`src/design/afa_pkg.sv`:
```
// ----------------------------------------------------------------------------
// afa_pkg
// shared types and constants of the approximate float alu
// ----------------------------------------------------------------------------
`default_nettype none

package afa_pkg;

    // operation codes carried on the slave tuser
    typedef enum logic [2:0] {
        OP_MUL  = 3'd0,
        OP_ADD  = 3'd1,
        OP_SUB  = 3'd2,
        OP_LOG2 = 3'd3,
        OP_SQRT = 3'd4,
        OP_INV  = 3'd5
    } op_t;

    // special-operand flags inside the float units
    typedef struct packed {
        logic nan;
        logic inf;
        logic zero;
    } spec_t;

    localparam logic [31:0] QNAN     = 32'h7FC0_0000;
    localparam logic [31:0] SIGN_BIT = 32'h8000_0000;

    // coefficient bit patterns (binary32)
    localparam logic [31:0] C_LOG_SLOPE  = 32'h3F7C_0EBF; // 0.9846
    localparam logic [31:0] C_LOG_OFFS_N = 32'hBF6B_6AE8; // -0.9196
    localparam logic [31:0] C_SQRT_K0    = 32'h4005_1EB8; // 2.08
    localparam logic [31:0] C_SQRT_K1    = 32'h3F98_75F7; // 1.1911
    localparam logic [31:0] C_INV_K0     = 32'h4034_AC08; // 2.823
    localparam logic [31:0] C_INV_K1     = 32'h3FF0_E560; // 1.882

    // depth of each float unit and of the chain of three units
    localparam int UNIT_DEPTH = 3;
    localparam int PIPE_DEPTH = 3 * UNIT_DEPTH;

endpackage

`default_nettype wire

```
`src/design/afa_fp_mul.sv`:
```
// ----------------------------------------------------------------------------
// afa_fp_mul
// three-stage binary32 multiplier, round to nearest even, subnormals kept
// ----------------------------------------------------------------------------
`default_nettype none

module afa_fp_mul (
    input  wire logic        clk,
    input  wire logic        en,
    input  wire logic [31:0] a,
    input  wire logic [31:0] b,
    output logic      [31:0] y
);
    import afa_pkg::*;

    // stage 1: unpack and multiply significands
    logic [7:0]         ea, eb, eea, eeb;
    logic [23:0]        ma, mb;
    spec_t              sp;
    logic               a_nan, b_nan, a_inf, b_inf, a_zero, b_zero;

    logic [47:0]        s1_prod_reg;
    logic signed [10:0] s1_exp_reg;
    logic               s1_sign_reg;
    spec_t              s1_spec_reg;

    assign ea     = a[30:23];
    assign eb     = b[30:23];
    assign eea    = (ea == 8'd0) ? 8'd1 : ea;
    assign eeb    = (eb == 8'd0) ? 8'd1 : eb;
    assign ma     = {ea != 8'd0, a[22:0]};
    assign mb     = {eb != 8'd0, b[22:0]};
    assign a_nan  = (ea == 8'hFF) && (a[22:0] != 23'd0);
    assign b_nan  = (eb == 8'hFF) && (b[22:0] != 23'd0);
    assign a_inf  = (ea == 8'hFF) && (a[22:0] == 23'd0);
    assign b_inf  = (eb == 8'hFF) && (b[22:0] == 23'd0);
    assign a_zero = (a[30:0] == 31'd0);
    assign b_zero = (b[30:0] == 31'd0);
    assign sp.nan  = a_nan | b_nan | (a_inf & b_zero) | (b_inf & a_zero);
    assign sp.inf  = a_inf | b_inf;
    assign sp.zero = a_zero | b_zero;

    always_ff @(posedge clk)
    begin
        if (en)
        begin
            s1_prod_reg <= ma * mb;
            s1_exp_reg  <= $signed({3'b0, eea}) + $signed({3'b0, eeb}) - 11'sd127;
            s1_sign_reg <= a[31] ^ b[31];
            s1_spec_reg <= sp;
        end
    end

    // stage 2: leading-zero count and shift amount
    logic [5:0]         lz;
    logic signed [10:0] expn, sl;

    logic [47:0]        s2_prod_reg;
    logic signed [10:0] s2_exp_reg;
    logic signed [10:0] s2_sl_reg;
    logic               s2_sign_reg;
    spec_t              s2_spec_reg;

    always_comb
    begin
        lz = 6'd0;
        for (int i = 0; i < 48; i++)
        begin
            if (s1_prod_reg[i])
                lz = 6'(47 - i);
        end
    end

    assign expn = s1_exp_reg + 11'sd1 - $signed({5'b0, lz});
    assign sl   = (expn >= 11'sd1) ? $signed({5'b0, lz})
                                   : $signed({5'b0, lz}) + expn - 11'sd1;

    always_ff @(posedge clk)
    begin
        if (en)
        begin
            s2_prod_reg <= s1_prod_reg;
            s2_exp_reg  <= expn;
            s2_sl_reg   <= sl;
            s2_sign_reg <= s1_sign_reg;
            s2_spec_reg <= s1_spec_reg;
        end
    end

    // stage 3: normalize or denormalize, round, pack
    logic [47:0]        v;
    logic               sticky;
    logic [95:0]        w;
    logic signed [10:0] rs;
    logic [5:0]         rsc;
    logic [7:0]         exp_field;
    logic               rnd;
    logic [30:0]        packed_mag;
    logic [31:0]        y_next;
    logic [31:0]        y_reg;

    assign rs  = -s2_sl_reg;
    assign rsc = (rs > 11'sd63) ? 6'd63 : rs[5:0];
    assign w   = {s2_prod_reg, 48'd0} >> rsc;

    always_comb
    begin
        if (!s2_sl_reg[10])
        begin
            v      = s2_prod_reg << s2_sl_reg[5:0];
            sticky = 1'b0;
        end
        else
        begin
            v      = w[95:48];
            sticky = |w[47:0];
        end
    end

    assign exp_field  = (s2_exp_reg >= 11'sd1) ? s2_exp_reg[7:0] : 8'd0;
    assign rnd        = v[23] & ((|v[22:0]) | sticky | v[24]);
    assign packed_mag = {exp_field, v[46:24]} + {30'd0, rnd};

    always_comb
    begin
        if (s2_spec_reg.nan)
            y_next = QNAN;
        else if (s2_spec_reg.inf || (s2_exp_reg >= 11'sd255))
            y_next = {s2_sign_reg, 8'hFF, 23'd0};
        else if (s2_spec_reg.zero)
            y_next = {s2_sign_reg, 31'd0};
        else
            y_next = {s2_sign_reg, packed_mag};
    end

    always_ff @(posedge clk)
    begin
        if (en)
            y_reg <= y_next;
    end

    assign y = y_reg;

endmodule

`default_nettype wire

```
`config.mk`:
```
export PLATFORM = sky130hd
export DESIGN_NAME = afa_fp_mul
export DESIGN_NICKNAME = d
export VERILOG_FILES = /design/src/design/afa_pkg.sv /design/src/design/afa_fp_mul.sv
export SDC_FILE = /design/constraint.sdc
export NUM_CORES = 2
export LEC_CHECK = 0
export ABC_AREA = 1
export BUFFER_PORTS_ARGS = -buffer_cell sky130_fd_sc_hd__buf_2
export CORE_MARGIN = 2
export CORE_UTILIZATION = 45
export CTS_BUF_LIST = sky130_fd_sc_hd__clkbuf_16
export CTS_CLUSTER_DIAMETER = 30
export CTS_CLUSTER_SIZE = 30
export DETAILED_ROUTE_END_ITERATION = 8
export PLACE_DENSITY_LB_ADDON = 0.12
export SLEW_MARGIN = 10
export SYNTH_ARGS = -nofsm -noshare
export SYNTH_HDL_FRONTEND = slang
export SYNTH_SLANG_ARGS = --single-unit
```
`constraint.sdc`:
```
create_clock -name clk -period 23.3 [get_ports clk]
set_input_delay 3.495 -clock clk [delete_from_list [all_inputs] [get_ports clk]]
set_output_delay 3.495 -clock clk [all_outputs]
set_load 0.03 [all_outputs]
```
# Yosys cells after proc, flatten, opt, wreduce, memory -nomap -nowiden
# Index checks and enable logic that the tools add are counted.
# totals
reg_bits	169
word_cells	121
out_inout_bits	32
rom_bits	0
in_bits	66
memories	0
mem_bits_rw	0
latchBits	0
# op_classes
shift	2
mux	57
mul	1
div	0
eq_ne	2
bitwise	11
add_sub_neg	8
n_lt_le_gt_ge	4
reduce_logical	19
# ops
cell	n
2-to-1 mux 6 bit	50
right shift 96 x 6 -> 95 bit	1
zero test 31 bit	2
multiplier 24 x 24 -> 48 bit	1
OR reduction 48 bit	1
left shift 48 x 6 -> 47 bit	1
2-to-1 mux 47 bit	1
zero test 23 bit	2
nonzero test 23 bit	2
adder 31 x 1 -> 31 bit	1
2-to-1 mux 31 bit	1
2-to-1 mux 8 bit	3
2-to-1 mux 23 bit	1
OR reduction 23 bit	1
greater-or-equal comparator 11 x 2 -> 1 bit, second input constant	2
== test 8 bit, second input constant	2
zero test 8 bit	2
nonzero test 8 bit	2
adder 11 x 2 -> 11 bit, second input constant	1
adder 7 x 11 -> 11 bit	1
greater-or-equal comparator 11 x 9 -> 1 bit, second input constant	1
greater-than comparator 11 x 7 -> 1 bit, second input constant	1
negation 11 bit	1
subtractor 11 x 2 -> 11 bit, second input constant	1
other kinds (11)	22

# Depth between registers and ports, before layout
# depth
ltp_word	52
mapped_depth	71
depth_no_buf	71

# Worst setup path after synthesis
# OpenSTA, ideal clock, no wires.
# synth_path
path_kind	input to register
startpoint	in a[6]
endpoint	reg s1_prod_reg[43] (data pin)
path_buffers	2
required_time_ns	23.042
slack_ns	13.028
arrival_time_ns	10.014
stages	37
path_cell_list	clkbuf_1 clkbuf_1 nand2_1 fa_1 fa_1 inv_1 fa_1 ha_1 fa_1 inv_1 fa_1 fa_1 inv_1 ha_1 nand2_1 o21ai_0 nand3_1 nand2_1 nand3_1 nand2_1 nand3_1 nand2_1 nand3_1 nand2_1 nand3_1 nand2_1 nand2_1 o2bb2ai_1 o21ai_0 nand2_1 nand2_1 nand2_1 nand2_1 a21oi_1 o21ai_0 a31oi_1 xnor2_1
# synth_via
elab_chain_cells	1
# synth_rtl
item	line	rtl
start, declared	afa_fp_mul.sv:10	input wire logic [31:0] a,
multiplier 24 x 24 -> 48 bit	afa_fp_mul.sv:47	s1_prod_reg <= ma * mb;
end signal, assigned	afa_fp_mul.sv:47	
end, declared	afa_fp_mul.sv:22	logic [47:0] s1_prod_reg;
# Every way passes these cells.
# A chain may end at the register's enable or synchronous reset.

# Final worst setup path
# Ends and elaborated chain as after synthesis.

==> impl.org <==
** Timing
- Final period util :: 45.7%
- Achievable Freq :: around 0.094 GHz
- Unrepaired setup endpoints after global routing :: false
- Counting I/O delays and the setup requirement, the final critical path takes roughly 11 ns.
- Pins Over Slew Limit :: 0
- Max Clock Skew :: approximately 0.018 ns
- The number of hold violations in the final report came to 0.
- Headroom to the max-slew limit came out at 36.7%.
- Setup total negative slack on the finished layout was measured at 0 ns.
- Setup violations remaining at the end of the flow were counted as 0.
- For the pin with the worst max-slew slack, the measured transition is around 0.95 ns.

** Global route
- Met3 usage :: around 3%
- Global routing used roughly a quarter of the available tracks.
- The layer flagged by global routing as most heavily used is met2.
- Via count of the first global-routing pass :: about 27,000
- Global routing finished with a remaining overflow of 0.
- Maximum number of pins on one net before global-route repair :: 97
- Wire length of the first global-routing pass :: 148,000 µm
- Met2 capacity usage during global routing :: 42.0%
- Number of antenna violations at the first check in global routing :: 1
- Met1 Track Usage GR :: about a third

** Job
- Across the run, the number of max-cap violations was 0.

** Worst setup path
- Endpoint arrival time on the critical path :: between 10 and 15 ns
- Along the worst path, the maximum fanout reaches 25.
- Type of the setup path with the least slack :: input port to flip-flop
- Category of the worst setup path launch point :: input port
- Crit-path slowest cell :: fa_1
- Kind of end point of the critical path :: flip-flop
- Top cell by count, worst path :: nand2_1
- Data on the critical path is required at its endpoint by 23.50 ns.
- Delay contributed by the slowest stage of the critical path :: between 0.5 and 0.6 ns

** Clock network
- Counting the buffers created by CTS gives 17.
- The tree is rooted in a clkbuf_16.
- Clk Latency, worst-skew pair :: 0.45 ns
- Counting every sink on the clock net gives approximately 170.
- Buffers inserted to repair hold after CTS numbered 0.
- CTS H-tree lvls :: 4
- Post-cts repair resize count :: 0
- CTS tree :: yes
- No sink is reached through more buffers than the 2 on the longest clock path.
- CTS clock-pin slew for the worst setup and hold paths :: approximately 0.080 ns
- Buffers added to address setup during post-CTS repair amount to 0.

** Synth
- Number of cells produced by synthesis :: approximately 4,300
- The mapped netlist covers between 30,000 and 40,000 µm².
- Number of nets in the synthesized netlist :: 5,056
- Yosys mapped a number of flops with a built-in enable equal to roughly 170.
- During synthesis, Yosys emitted a total of 0 warnings.
- In the synthesized netlist the dominant register cell turns out to be edfxtp_1.
- Average cell area after synthesis :: approximately 7.6 µm²
- Seq/Total Area, Yosys :: 15.5%
- Post-synth ARST share :: 0%
- Synthesis inferred 168 register bits.
- In this run, distinct cell masters in the synthesized netlist total 62.

** Place
- Detailed placement ended at an HPWL of approximately 73,000 µm.
- Port-buffer cells :: between 90 and 100
- The congestion estimate from routability-driven global placement came to around 0.97.

** Route
- Detailed-route DRC error count :: 0
- Dividing the detail-routed wire length by the instance count gives 18.0 µm.
- The count of nets left with antenna violations once routing finished came out at 0.
- Vias post-DR :: between 20,000 and 30,000
- For this block, the routed nets add up to approximately 93,000 µm of wire.
- The first routing iteration left 1,873 violations.
- Total iterations of the first detailed-routing run :: 6
- After detailed routing, the number of vias per cell comes to around 5.2.

** Run status
- The run finished with clean final reports.

** Finish
- The final layout contains roughly 5,000 nets.
- The area growth from synthesis to layout is 4.45%.
- Share of final-layout standard cells stronger than drive strength 1 :: between 4 and 5%
- Number of filler cells placed in the layout :: 7,307

** Die
- For this configuration, the core starts out at a cell density of 45.5%.
- The floorplan step defined a die boundary enclosing 74,500 µm².
- Top-Level Pins :: 98
- In this run the standard cell core region covers around 71,000 µm².
- Overall die height :: between 200 and 300 µm
- Cell row count :: between 90 and 100
- Die X-Extent :: 273 µm

** Hold path
- The tightest min-delay check is of the flip-flop to flip-flop type.
==> worst paths after layout <==
kind / endpoint / slack (ns) / cells after the start / start
max: s1_prod_reg[43] / 12.64 / 36 / a[6]
min: s2_spec_reg[2] / 0.42 / 0 / s1_spec_reg[2]
max reg2reg: y[20] / 16.60 / 32 / s2_sl_reg[3]
min reg2reg: s2_spec_reg[2] / 0.42 / 0 / s1_spec_reg[2]
==> through the flow <==
stage               hold WS [ns]  util [%]  cell area [µm²]  instances  setup slack, ns
floorplan                  0.400         -            32500       4284            13.03
global placement           0.401      46.7            33400       5111            12.32
detailed placement         0.405      46.7            33400       5111            12.17
CTS                        0.423      47.5            34000       5143            12.67
global route               0.426      47.5            34000       5144            12.03
finish                     0.423      47.5            34000       5144            12.64
==> layout make-up <==
cell class | count | area [µm²] | share of cell area (%)
inverter | 979 | 3680 | 10.8
tap | 950 | 1190 | 3.50
timing repair buffer | 117 | 642 | 1.89
clock buffer | 17 | 425 | 1.25
antenna | 1 | 2.50 | 0.00736
multi-input combinational | 2897 | 22800 | 67.1
clock inverter | 15 | 184 | 0.541
sequential | 168 | 5040 | 14.8
==> critical path, delay by kind of cell <==
kind | cells | cell delay (ns)
buffers and inverters | 4 | 0.64
AO/OA/AOI/OAI | 6 | 1.35
AND/OR/NAND/NOR | 17 | 1.67
XOR/XNOR | 1 | 0.14
adder cells (fa/ha/maj) | 8 | 3.50
==> Yosys cell counts, drive strengths merged, types with 4 or more instances <==
| cell | instances | area share [%] |
|---|---|---|
| nand2 | 1149 | 13 |
| inv | 977 | 11 |
| fa | 485 | 30 |
| o21ai | 346 | 5.4 |
| ha | 221 | 8.5 |
| clkbuf | 193 | 2.2 |
| edfxtp | 168 | 16 |
| nor2 | 155 | 1.9 |
| a21oi | 109 | 1.7 |
| nand3 | 96 | 1.5 |
| xor2 | 60 | 1.6 |
| mux2i | 50 | 1.5 |
| buf | 47 | 0.85 |
| nor4 | 38 | 0.75 |
| nand4 | 29 | 0.58 |
| nor3 | 28 | 0.43 |
| a31oi | 16 | 0.31 |
| xnor2 | 16 | 0.43 |
| o22ai | 15 | 0.31 |
| or2 | 13 | 0.25 |
| o211ai | 10 | 0.23 |
| o31ai | 9 | 0.21 |
| o21a | 7 | 0.16 |
| or4 | 6 | 0.14 |
| o221ai | 5 | 0.15 |
| a211oi | 4 | 0.092 |
| o21bai | 4 | 0.092 |
==> per-layer routing <==
layer | up-vias | routed length, µm | part of all wire [%]
li1 | 12800 | - | -
met4 | 0 | 3000 | 3.2
met5 | - | 0 | 0
met3 | 147 | 4960 | 5.3
met1 | 12900 | 41800 | 45
met2 | 736 | 43100 | 46
==> layout by cell type, fill, tap and decap left out, types with 5 or more instances in the layout <==
cell,netlist,layout
nand2_1,1145,1144
nand3_1,95,95
o31ai_1,9,9
nor3_1,28,28
buf_4,1,20
o22ai_1,14,14
clkbuf_16,0,17
inv_1,964,964
fa_1,485,485
mux2i_1,50,50
o21ai_0,250,250
a21oi_1,109,109
nor2_2,8,9
o21ai_2,6,6
o211ai_1,10,10
xnor2_1,16,16
ha_1,221,221
nor2_1,143,142
buf_2,16,96
o21ai_1,90,90
or4_1,6,6
a31oi_1,16,16
xor2_1,60,60
or2_2,10,10
nor4_1,37,37
nand2_2,4,5
edfxtp_1,168,168
inv_2,12,12
nand4_1,28,28
o21a_1,7,7
==> kinds of logic (layout without fill, tap and decap cells) <==
group                    after synthesis  in the layout  synth area share, %
multiplexers                          50             50                 1.54
other                                  0              1                    0
buffers and inverters               1219           1128                 14.4
flip-flops                           168            168                 15.5
AND/OR/NAND/NOR                     1523           1523                 19.1
adder cells (fa/ha/maj)              706            706                 38.3
XOR/XNOR                              76             76                 2.05
AO/OA/AOI/OAI                        542            542                 9.08
Power is not shown: default switching activity piles up to over one toggle a cycle in this logic, so the estimate is an artifact.
