[config.mk]
export PLATFORM = sky130hd
export DESIGN_NAME = afa_fp_add
export DESIGN_NICKNAME = d
export VERILOG_FILES = /design/src/design/afa_pkg.sv /design/src/design/afa_fp_add.sv
export SDC_FILE = /design/constraint.sdc
export NUM_CORES = 1
export LEC_CHECK = 0
export BUFFER_PORTS_ARGS = -buffer_cell sky130_fd_sc_hd__buf_2
export CAP_MARGIN = 20
export CORE_ASPECT_RATIO = 2
export CORE_MARGIN = 2
export CORE_UTILIZATION = 65
export CTS_CLUSTER_DIAMETER = 120
export CTS_CLUSTER_SIZE = 20
export DETAILED_ROUTE_END_ITERATION = 10
export PLACE_DENSITY = 0.95
export SYNTH_ARGS = -nofsm -noshare
export SYNTH_HDL_FRONTEND = slang
export SYNTH_SLANG_ARGS = --single-unit
[constraint.sdc]
create_clock -name clk -period 12.35 [get_ports clk]
set_input_delay 1.235 -clock clk [delete_from_list [all_inputs] [get_ports clk]]
set_output_delay 1.235 -clock clk [all_outputs]
set_load 0.03 [all_outputs]
[src/design/afa_pkg.sv]
// ----------------------------------------------------------------------------
// afa_pkg
// shared types and constants of the approximate float alu
// ----------------------------------------------------------------------------
`default_nettype none

package afa_pkg;

    // operation codes carried on the slave tuser
    typedef enum logic [2:0] {
        OP_MUL  = 3'd0,
        OP_ADD  = 3'd1,
        OP_SUB  = 3'd2,
        OP_LOG2 = 3'd3,
        OP_SQRT = 3'd4,
        OP_INV  = 3'd5
    } op_t;

    // special-operand flags inside the float units
    typedef struct packed {
        logic nan;
        logic inf;
        logic zero;
    } spec_t;

    localparam logic [31:0] QNAN     = 32'h7FC0_0000;
    localparam logic [31:0] SIGN_BIT = 32'h8000_0000;

    // coefficient bit patterns (binary32)
    localparam logic [31:0] C_LOG_SLOPE  = 32'h3F7C_0EBF; // 0.9846
    localparam logic [31:0] C_LOG_OFFS_N = 32'hBF6B_6AE8; // -0.9196
    localparam logic [31:0] C_SQRT_K0    = 32'h4005_1EB8; // 2.08
    localparam logic [31:0] C_SQRT_K1    = 32'h3F98_75F7; // 1.1911
    localparam logic [31:0] C_INV_K0     = 32'h4034_AC08; // 2.823
    localparam logic [31:0] C_INV_K1     = 32'h3FF0_E560; // 1.882

    // depth of each float unit and of the chain of three units
    localparam int UNIT_DEPTH = 3;
    localparam int PIPE_DEPTH = 3 * UNIT_DEPTH;

endpackage

`default_nettype wire

[src/design/afa_fp_add.sv]
// ----------------------------------------------------------------------------
// afa_fp_add
// three-stage binary32 adder, round to nearest even, subnormals kept
// ----------------------------------------------------------------------------
`default_nettype none

module afa_fp_add (
    input  wire logic        clk,
    input  wire logic        en,
    input  wire logic [31:0] a,
    input  wire logic [31:0] b,
    output logic      [31:0] y
);
    import afa_pkg::*;

    // stage 1: specials, order by magnitude, exponent difference
    logic        swap;
    logic [31:0] lg, sm;
    logic [7:0]  el, es, eel, ees;
    logic        a_nan, b_nan, a_inf, b_inf;
    spec_t       sp;

    logic [7:0]  s1_el_reg;
    logic [23:0] s1_ml_reg;
    logic [23:0] s1_ms_reg;
    logic [7:0]  s1_d_reg;
    logic        s1_sl_reg;
    logic        s1_sub_reg;
    logic        s1_isign_reg;
    spec_t       s1_spec_reg;

    assign a_nan = (a[30:23] == 8'hFF) && (a[22:0] != 23'd0);
    assign b_nan = (b[30:23] == 8'hFF) && (b[22:0] != 23'd0);
    assign a_inf = (a[30:23] == 8'hFF) && (a[22:0] == 23'd0);
    assign b_inf = (b[30:23] == 8'hFF) && (b[22:0] == 23'd0);
    assign sp.nan  = a_nan | b_nan | (a_inf & b_inf & (a[31] ^ b[31]));
    assign sp.inf  = a_inf | b_inf;
    assign sp.zero = 1'b0;

    assign swap = (b[30:0] > a[30:0]);
    assign lg   = swap ? b : a;
    assign sm   = swap ? a : b;
    assign el   = lg[30:23];
    assign es   = sm[30:23];
    assign eel  = (el == 8'd0) ? 8'd1 : el;
    assign ees  = (es == 8'd0) ? 8'd1 : es;

    always_ff @(posedge clk)
    begin
        if (en)
        begin
            s1_el_reg    <= eel;
            s1_ml_reg    <= {el != 8'd0, lg[22:0]};
            s1_ms_reg    <= {es != 8'd0, sm[22:0]};
            s1_d_reg     <= eel - ees;
            s1_sl_reg    <= lg[31];
            s1_sub_reg   <= a[31] ^ b[31];
            s1_isign_reg <= a_inf ? a[31] : b[31];
            s1_spec_reg  <= sp;
        end
    end

    // stage 2: align the smaller operand, add or subtract
    logic [4:0]  dc;
    logic [58:0] w;
    logic [27:0] lop, sop;

    logic [27:0] s2_r_reg;
    logic [7:0]  s2_el_reg;
    logic        s2_sl_reg;
    logic        s2_sub_reg;
    logic        s2_isign_reg;
    spec_t       s2_spec_reg;

    assign dc  = (s1_d_reg > 8'd31) ? 5'd31 : s1_d_reg[4:0];
    assign w   = {s1_ms_reg, 3'b000, 32'd0} >> dc;
    assign lop = {1'b0, s1_ml_reg, 3'b000};
    assign sop = {1'b0, w[58:33], w[32] | (|w[31:0])};

    always_ff @(posedge clk)
    begin
        if (en)
        begin
            s2_r_reg     <= s1_sub_reg ? (lop - sop) : (lop + sop);
            s2_el_reg    <= s1_el_reg;
            s2_sl_reg    <= s1_sl_reg;
            s2_sub_reg   <= s1_sub_reg;
            s2_isign_reg <= s1_isign_reg;
            s2_spec_reg  <= s1_spec_reg;
        end
    end

    // stage 3: normalize, round, pack
    logic [4:0]  lz, sh;
    logic [7:0]  lim;
    logic [26:0] nrm;
    logic [8:0]  ex;
    logic [7:0]  exp_field;
    logic        rnd;
    logic [30:0] packed_mag;
    logic [31:0] y_next;
    logic [31:0] y_reg;

    always_comb
    begin
        lz = 5'd0;
        for (int i = 0; i < 27; i++)
        begin
            if (s2_r_reg[i])
                lz = 5'(26 - i);
        end
    end

    assign lim = s2_el_reg - 8'd1;
    assign sh  = ({3'b0, lz} > lim) ? lim[4:0] : lz;

    always_comb
    begin
        if (s2_r_reg[27])
        begin
            nrm = {s2_r_reg[27:2], s2_r_reg[1] | s2_r_reg[0]};
            ex  = {1'b0, s2_el_reg} + 9'd1;
        end
        else
        begin
            nrm = s2_r_reg[26:0] << sh;
            ex  = {1'b0, s2_el_reg} - {4'b0, sh};
        end
    end

    assign exp_field  = nrm[26] ? ex[7:0] : 8'd0;
    assign rnd        = nrm[2] & (nrm[1] | nrm[0] | nrm[3]);
    assign packed_mag = {exp_field, nrm[25:3]} + {30'd0, rnd};

    always_comb
    begin
        if (s2_spec_reg.nan)
            y_next = QNAN;
        else if (s2_spec_reg.inf)
            y_next = {s2_isign_reg, 8'hFF, 23'd0};
        else if (s2_r_reg == 28'd0)
            y_next = {s2_sub_reg ? 1'b0 : s2_sl_reg, 31'd0};
        else if (ex >= 9'd255)
            y_next = {s2_sl_reg, 8'hFF, 23'd0};
        else
            y_next = {s2_sl_reg, packed_mag};
    end

    always_ff @(posedge clk)
    begin
        if (en)
            y_reg <= y_next;
    end

    assign y = y_reg;

endmodule

`default_nettype wire
# Word level (Yosys, flattened, before mapping)
# Index checks and enable logic that the tools add are counted.
# op_classes
add_sub_neg	7
order_cmp	4
eq_ne	2
shift	2
muxes	42
n_bitwise	11
reduce_logical	16
# ops
op	count
$mux W5	29
$mux W32	3
$mux W31	2
$shr A59 B5 Y59	1
$logic_not A23 Y1	2
$reduce_bool A23 Y1	2
$reduce_or A32 Y1	1
$add A31 B1 Y31	1
$gt A31 B31 Y1	1
$add A27 B27 Y28	1
$logic_not A28 Y1	1
$mux W28	1
$sub A27 B27 Y28	1
$mux W27	1
$shl A27 B5 Y27	1
$mux W8	3
$eq A8 B8 Y1 const B	2
$logic_not A8 Y1	2
$reduce_bool A8 Y1	2
$add A8 B1 Y9 const B	1
$ge A9 B8 Y1 const B	1
$mux W9	1
$sub A8 B5 Y9	1
$gt A5 B8 Y1	1
other kinds (10)	22
# totals
ff_bits	142
inputBits	66
out_inout_bits	32
wordCells	103

# Longest topological paths before layout
# depth
ltp_word	38
ltp_mapped	32
ltp_nobuf	27

# Worst setup path before layout
# Ideal clock, no wire load.
# synth_path
kind	flip-flop to flip-flop
startpoint	register s2_r_reg[19]
endpoint	register y_reg[25] (netlist: y[25]), data pin
setup_time_ns	0.261
arrival_time_ns	6.296
t_required_ns	12.089
slack_ns	5.793
path_stages_with_launch	32
n_path_buf	5
period_less_slack_ns	6.557
cell_sequence	edfxtp_1 -> buf_6 -> or4_1 -> a221o_1 -> and3_4 -> a31o_4 -> clkinv_4 -> ha_1 -> nand2_1 -> nor2_1 -> or3_1 -> or3_1 -> clkbuf_1 -> o21ai_2 -> inv_2 -> buf_2 -> buf_2 -> ha_1 -> nor2b_1 -> fa_1 -> a21o_1 -> a21oi_1 -> o21bai_1 -> a21oi_1 -> o21bai_1 -> a21oi_1 -> xor2_1 -> nand3_1 -> and2_1 -> clkbuf_1 -> a31o_2 -> a311o_1
# synth_via
elab_chain_cells	18
word_cells_on_any_way	23
classes_between	add/sub (2); order compare (2); shift (1); mux (14); bitwise (3); reduce/logical (1)
# synth_rtl
item	line	rtl
from (decl)	afa_fp_add.sv:68	logic [27:0] s2_r_reg;
from (signal assigned)	afa_fp_add.sv:84	s2_r_reg <= s1_sub_reg ? (lop - sop) : (lop + sop);
$mux W5 (8 in a row)	afa_fp_add.sv:109	if (s2_r_reg[i])
$gt A5 B8 Y1	afa_fp_add.sv:115	assign sh = ({3'b0, lz} > lim) ? lim[4:0] : lz;
$mux W5	afa_fp_add.sv:115	
$shl A27 B5 Y27	afa_fp_add.sv:126	nrm = s2_r_reg[26:0] << sh;
$mux W27	afa_fp_add.sv:119	if (s2_r_reg[27])
$or A1 B1 Y1 (2 in a row)	afa_fp_add.sv:132	assign rnd = nrm[2] & (nrm[1] | nrm[0] | nrm[3]);
$and A1 B1 Y1	afa_fp_add.sv:132	
$add A31 B1 Y31	afa_fp_add.sv:133	assign packed_mag = {exp_field, nrm[25:3]} + {30'd0, rnd};
$mux W31	afa_fp_add.sv:143	else if (ex >= 9'd255)
$mux W32 (*)	afa_fp_add.sv:141	else if (s2_r_reg == 28'd0)
to (signal assigned)	afa_fp_add.sv:152	y_reg <= y_next;
to (decl)	afa_fp_add.sv:102	logic [31:0] y_reg;
# Mark *: on every way between the ends. The rest lies on a longest branch, timed or not.
# A chain may end at the register's enable or synchronous reset.

# Worst setup path after layout
# layout_path
startpoint	register s2_el_reg[0]
endpoint	register y_reg[25] (netlist: y[25]), data pin
# layout_via
elab_chain_cells	11
word_cells_on_any_way	16
classes_between	add/sub (4); order compare (2); shift (1); mux (6); bitwise (3)
# layout_rtl
item	line	rtl
from (decl)	afa_fp_add.sv:69	logic [7:0] s2_el_reg;
from (signal assigned)	afa_fp_add.sv:85	s2_el_reg <= s1_el_reg;
$sub A8 B1 Y8	afa_fp_add.sv:114	assign lim = s2_el_reg - 8'd1;
$gt A5 B8 Y1	afa_fp_add.sv:115	
$mux W5	afa_fp_add.sv:115	
$shl A27 B5 Y27	afa_fp_add.sv:126	
$mux W27	afa_fp_add.sv:119	
$or A1 B1 Y1 (2 in a row)	afa_fp_add.sv:132	
$and A1 B1 Y1	afa_fp_add.sv:132	
$add A31 B1 Y31	afa_fp_add.sv:133	
$mux W31 (*)	afa_fp_add.sv:143	
$mux W32 (*)	afa_fp_add.sv:141	
# Marked as above.

==> results.json <==
{
  "dr.pass1.iters": 9,
  "max_clock_freq_mhz": 125,
  "htreeDepth": 4,
  "final_common_cell": "nand2_1",
  "finalCriticalPeriod_ns": 7.97,
  "max-slew-margin-rel_pct": 15.6,
  "dpl.hpwl_um": 41100,
  "syn_inst": 1734,
  "coreArea_um2": 22600,
  "grt_overflow_total": 0,
  "start_util_pct": 65.9,
  "clockBufferDepth": 2,
  "cap_violations": 0,
  "io_pins": 98,
  "dieArea_um2": 24300,
  "cts_sinks": 142,
  "criticalPathCategory": "flop to flop",
  "slew_viol_final": 0,
  "rsz0062_at_grt": "no",
  "post_cts_resized": 0,
  "gp_congestion": 1.01,
  "antenna_found_initial": 0,
  "synth_area_leaders": "edfxtp_1, ha_1, mux2_2",
  "ys_warn_count": 0,
  "final_nets": 1942,
  "cts_hold_buf": 0,
  "seq_area_frac_synth_pct": 28.6,
  "dp.cells": 2028,
  "wirelength_um": 53300,
  "drive_gt1_share_pct": 15.3,
  "root_buffer": "clkbuf_16",
  "cts_made_buffers": 17,
  "worstSetupStartpointType": "flop",
  "worstSkewPairLatency_ns": 0.45,
  "path_max_fanout": 37,
  "ys_types": 106,
  "drt_iter0_markers": 1796,
  "tritoncts": "built",
  "vias": 15000,
  "worstMarginPinSlew_ns": 1.25,
  "cp.arrival_ns": 8.16,
  "syn-cell-area_um2": 14900,
  "crit_path_end_kind": "flop",
  "instances_no_fill": 2061,
  "status": "finished, final reports clean",
  "die_h_um": 218,
  "avgRoutedWirePerCell_um": 25.9,
  "die_x_um": 111,
  "grt_usage_pct": 43.5,
  "synthToLayoutAreaGrowth_pct": 7.93,
  "async_flop_share_pct": 0,
  "largest_register_ffs": 32,
  "vdd_drop_max_uv": 106,
  "p_leak_nw": 6.47,
  "drc_errors": 0,
  "diodes": 0,
  "clk_pin_slew_ns": 0.07,
  "setup_viol_count_final": 0,
  "hold_viol_final": 0,
  "rows": 78,
  "postRouteAntennaNets": 0,
  "cts_setup_buffers": 0,
  "fin_tns_setup_ns": 0,
  "finalCritPeriodShare_pct": 64.6,
  "syn_avg_cell_area_um2": 8.61,
  "grt_pass1_wl_um": 81000,
  "holdCritPathClass": "flop to flop",
  "power.density_nw_per_um2": 151,
  "grt_max_degree": 95,
  "grt_pass1_vias": 14700,
  "cp.required_ns": 12.54,
  "io_buffers": 97,
  "ys_seq_elements": 142,
  "layout_common_cells": "nand2_1, nor2_1, edfxtp_1, inv_1, a21oi_1",
  "fin_skew_ns": 0.00999,
  "synth_top_cell_by_area": "edfxtp_1",
  "vias_per_cell": 7.26,
  "synth_ff_type": "edfxtp_1",
  "synth_nets": 1908,
  "synth_edf_count": 142,
  "yosysTopAreaCellShare_pct": 28.6
}
==> layer usage <==
layer | global-route usage [%] | vias to the layer above | part of all wire, % | wire (um)
li1 | - | 6616 | - | -
met1 | 36.4 | 6965 | 29 | 15400
met2 | 79.9 | 992 | 51 | 27400
met3 | 8.54 | 397 | 6.4 | 3390
met4 | 47.2 | 0 | 13 | 7110
met5 | 0 | - | 0 | 0
==> path summary, 6_finish.rpt <==
path / start / to / slack [ns] / cells past startpoint
worst max register to register: s2_el_reg[0] / y[25] / 4.38 / 20
worst max-delay path: s2_el_reg[0] / y[25] / 4.38 / 20
worst min register to register: s1_isign_reg / s2_isign_reg / 0.42 / 0
worst min-delay path: s1_isign_reg / s2_isign_reg / 0.42 / 0
==> synthesized netlist by cell type, types with 7 or more instances <==
library cell,count
nand4_1,24
a22oi_1,9
edfxtp_1,142
o22ai_1,14
o21a_1,14
nor3_1,41
o2111ai_1,8
xor2_1,19
o31ai_1,17
and2_1,16
nor2_1,149
o21ai_0,85
o211ai_1,44
nor2b_1,18
or3_1,10
o21bai_1,12
a211oi_1,27
or2_2,11
nand3_1,44
a21oi_1,111
a221oi_1,14
mux2i_1,40
nor4_1,34
xnor2_1,45
mux2_2,56
and3_1,12
nand2_1,155
a31oi_1,24
buf_1,9
ha_1,105
nand2b_1,12
a21o_1,27
a41oi_1,7
mux4_1,8
inv_1,114
clkbuf_1,71
or4_1,9
o221ai_1,7
buf_2,16
==> metrics by stage <==
stage	total power, mW	hold slack [ns]	utilization [%]	area (um^2)	setup slack [ns]
finish	2.43	0.419	71.1	16100	4.38
global route	2.53	0.426	71.1	16100	4.00
CTS	2.38	0.417	71.1	16100	4.55
detailed placement	1.86	0.405	68.5	15500	4.58
global placement	1.83	0.404	68.5	15500	4.79
floorplan	1.53	0.400	-	14900	5.79
==> worst max-delay path, cell delays in order (launching register included) <==
cell and delay [ns]:
edfxtp_1 0.49, inv_1 0.21, ha_1 0.27, xor2_1 0.67, inv_1 0.21, ha_1 0.36
nand3_1 0.12, nor2_1 0.06, nor3_1 0.71, nand3_2 0.39, o21ai_4 0.13, buf_4 0.45
inv_2 0.35, o21ai_0 1.06, a31oi_1 0.29, a21oi_1 0.26, a32oi_2 0.20, a211oi_2 0.35
nand2_1 0.33, or2_4 0.38, a311o_1 0.38
==> final cells by class <==
class                   count  area [um^2]
flip-flops and latches    142         4260
clock inverters            15          173
well taps                 280          350
repair buffers            123          684
fillers                  1642         6530
multi-input cells        1363         9750
clock buffers              17          425
inverters                 121          459
==> cell families (layout without fill, tap and decap cells) <==
| logic type | Yosys count | count (layout) | synth area share, % |
|---|---|---|---|
| AOI/OAI and AO/OA | 515 | 515 | 24.2 |
| muxes | 110 | 110 | 9.22 |
| buffers and inverters | 229 | 276 | 6.40 |
| adders and majority gates | 108 | 108 | 9.20 |
| xor gates and xnor gates | 64 | 64 | 3.76 |
| DFF | 142 | 142 | 28.6 |
| and+or+nand+nor | 566 | 566 | 18.7 |
==> where the power goes <==
| group | total, mW | switching, mW | leakage (nW) | internal (mW) |
|---|---|---|---|---|
| clock | 0.525 | 0.253 | 0.289 | 0.272 |
| combinational | 1.18 | 0.752 | 4.79 | 0.426 |
| sequential | 0.731 | 0.106 | 1.38 | 0.625 |
| total | 2.43 | 1.11 | 6.47 | 1.32 |
(Power assumes the default switching activity.)
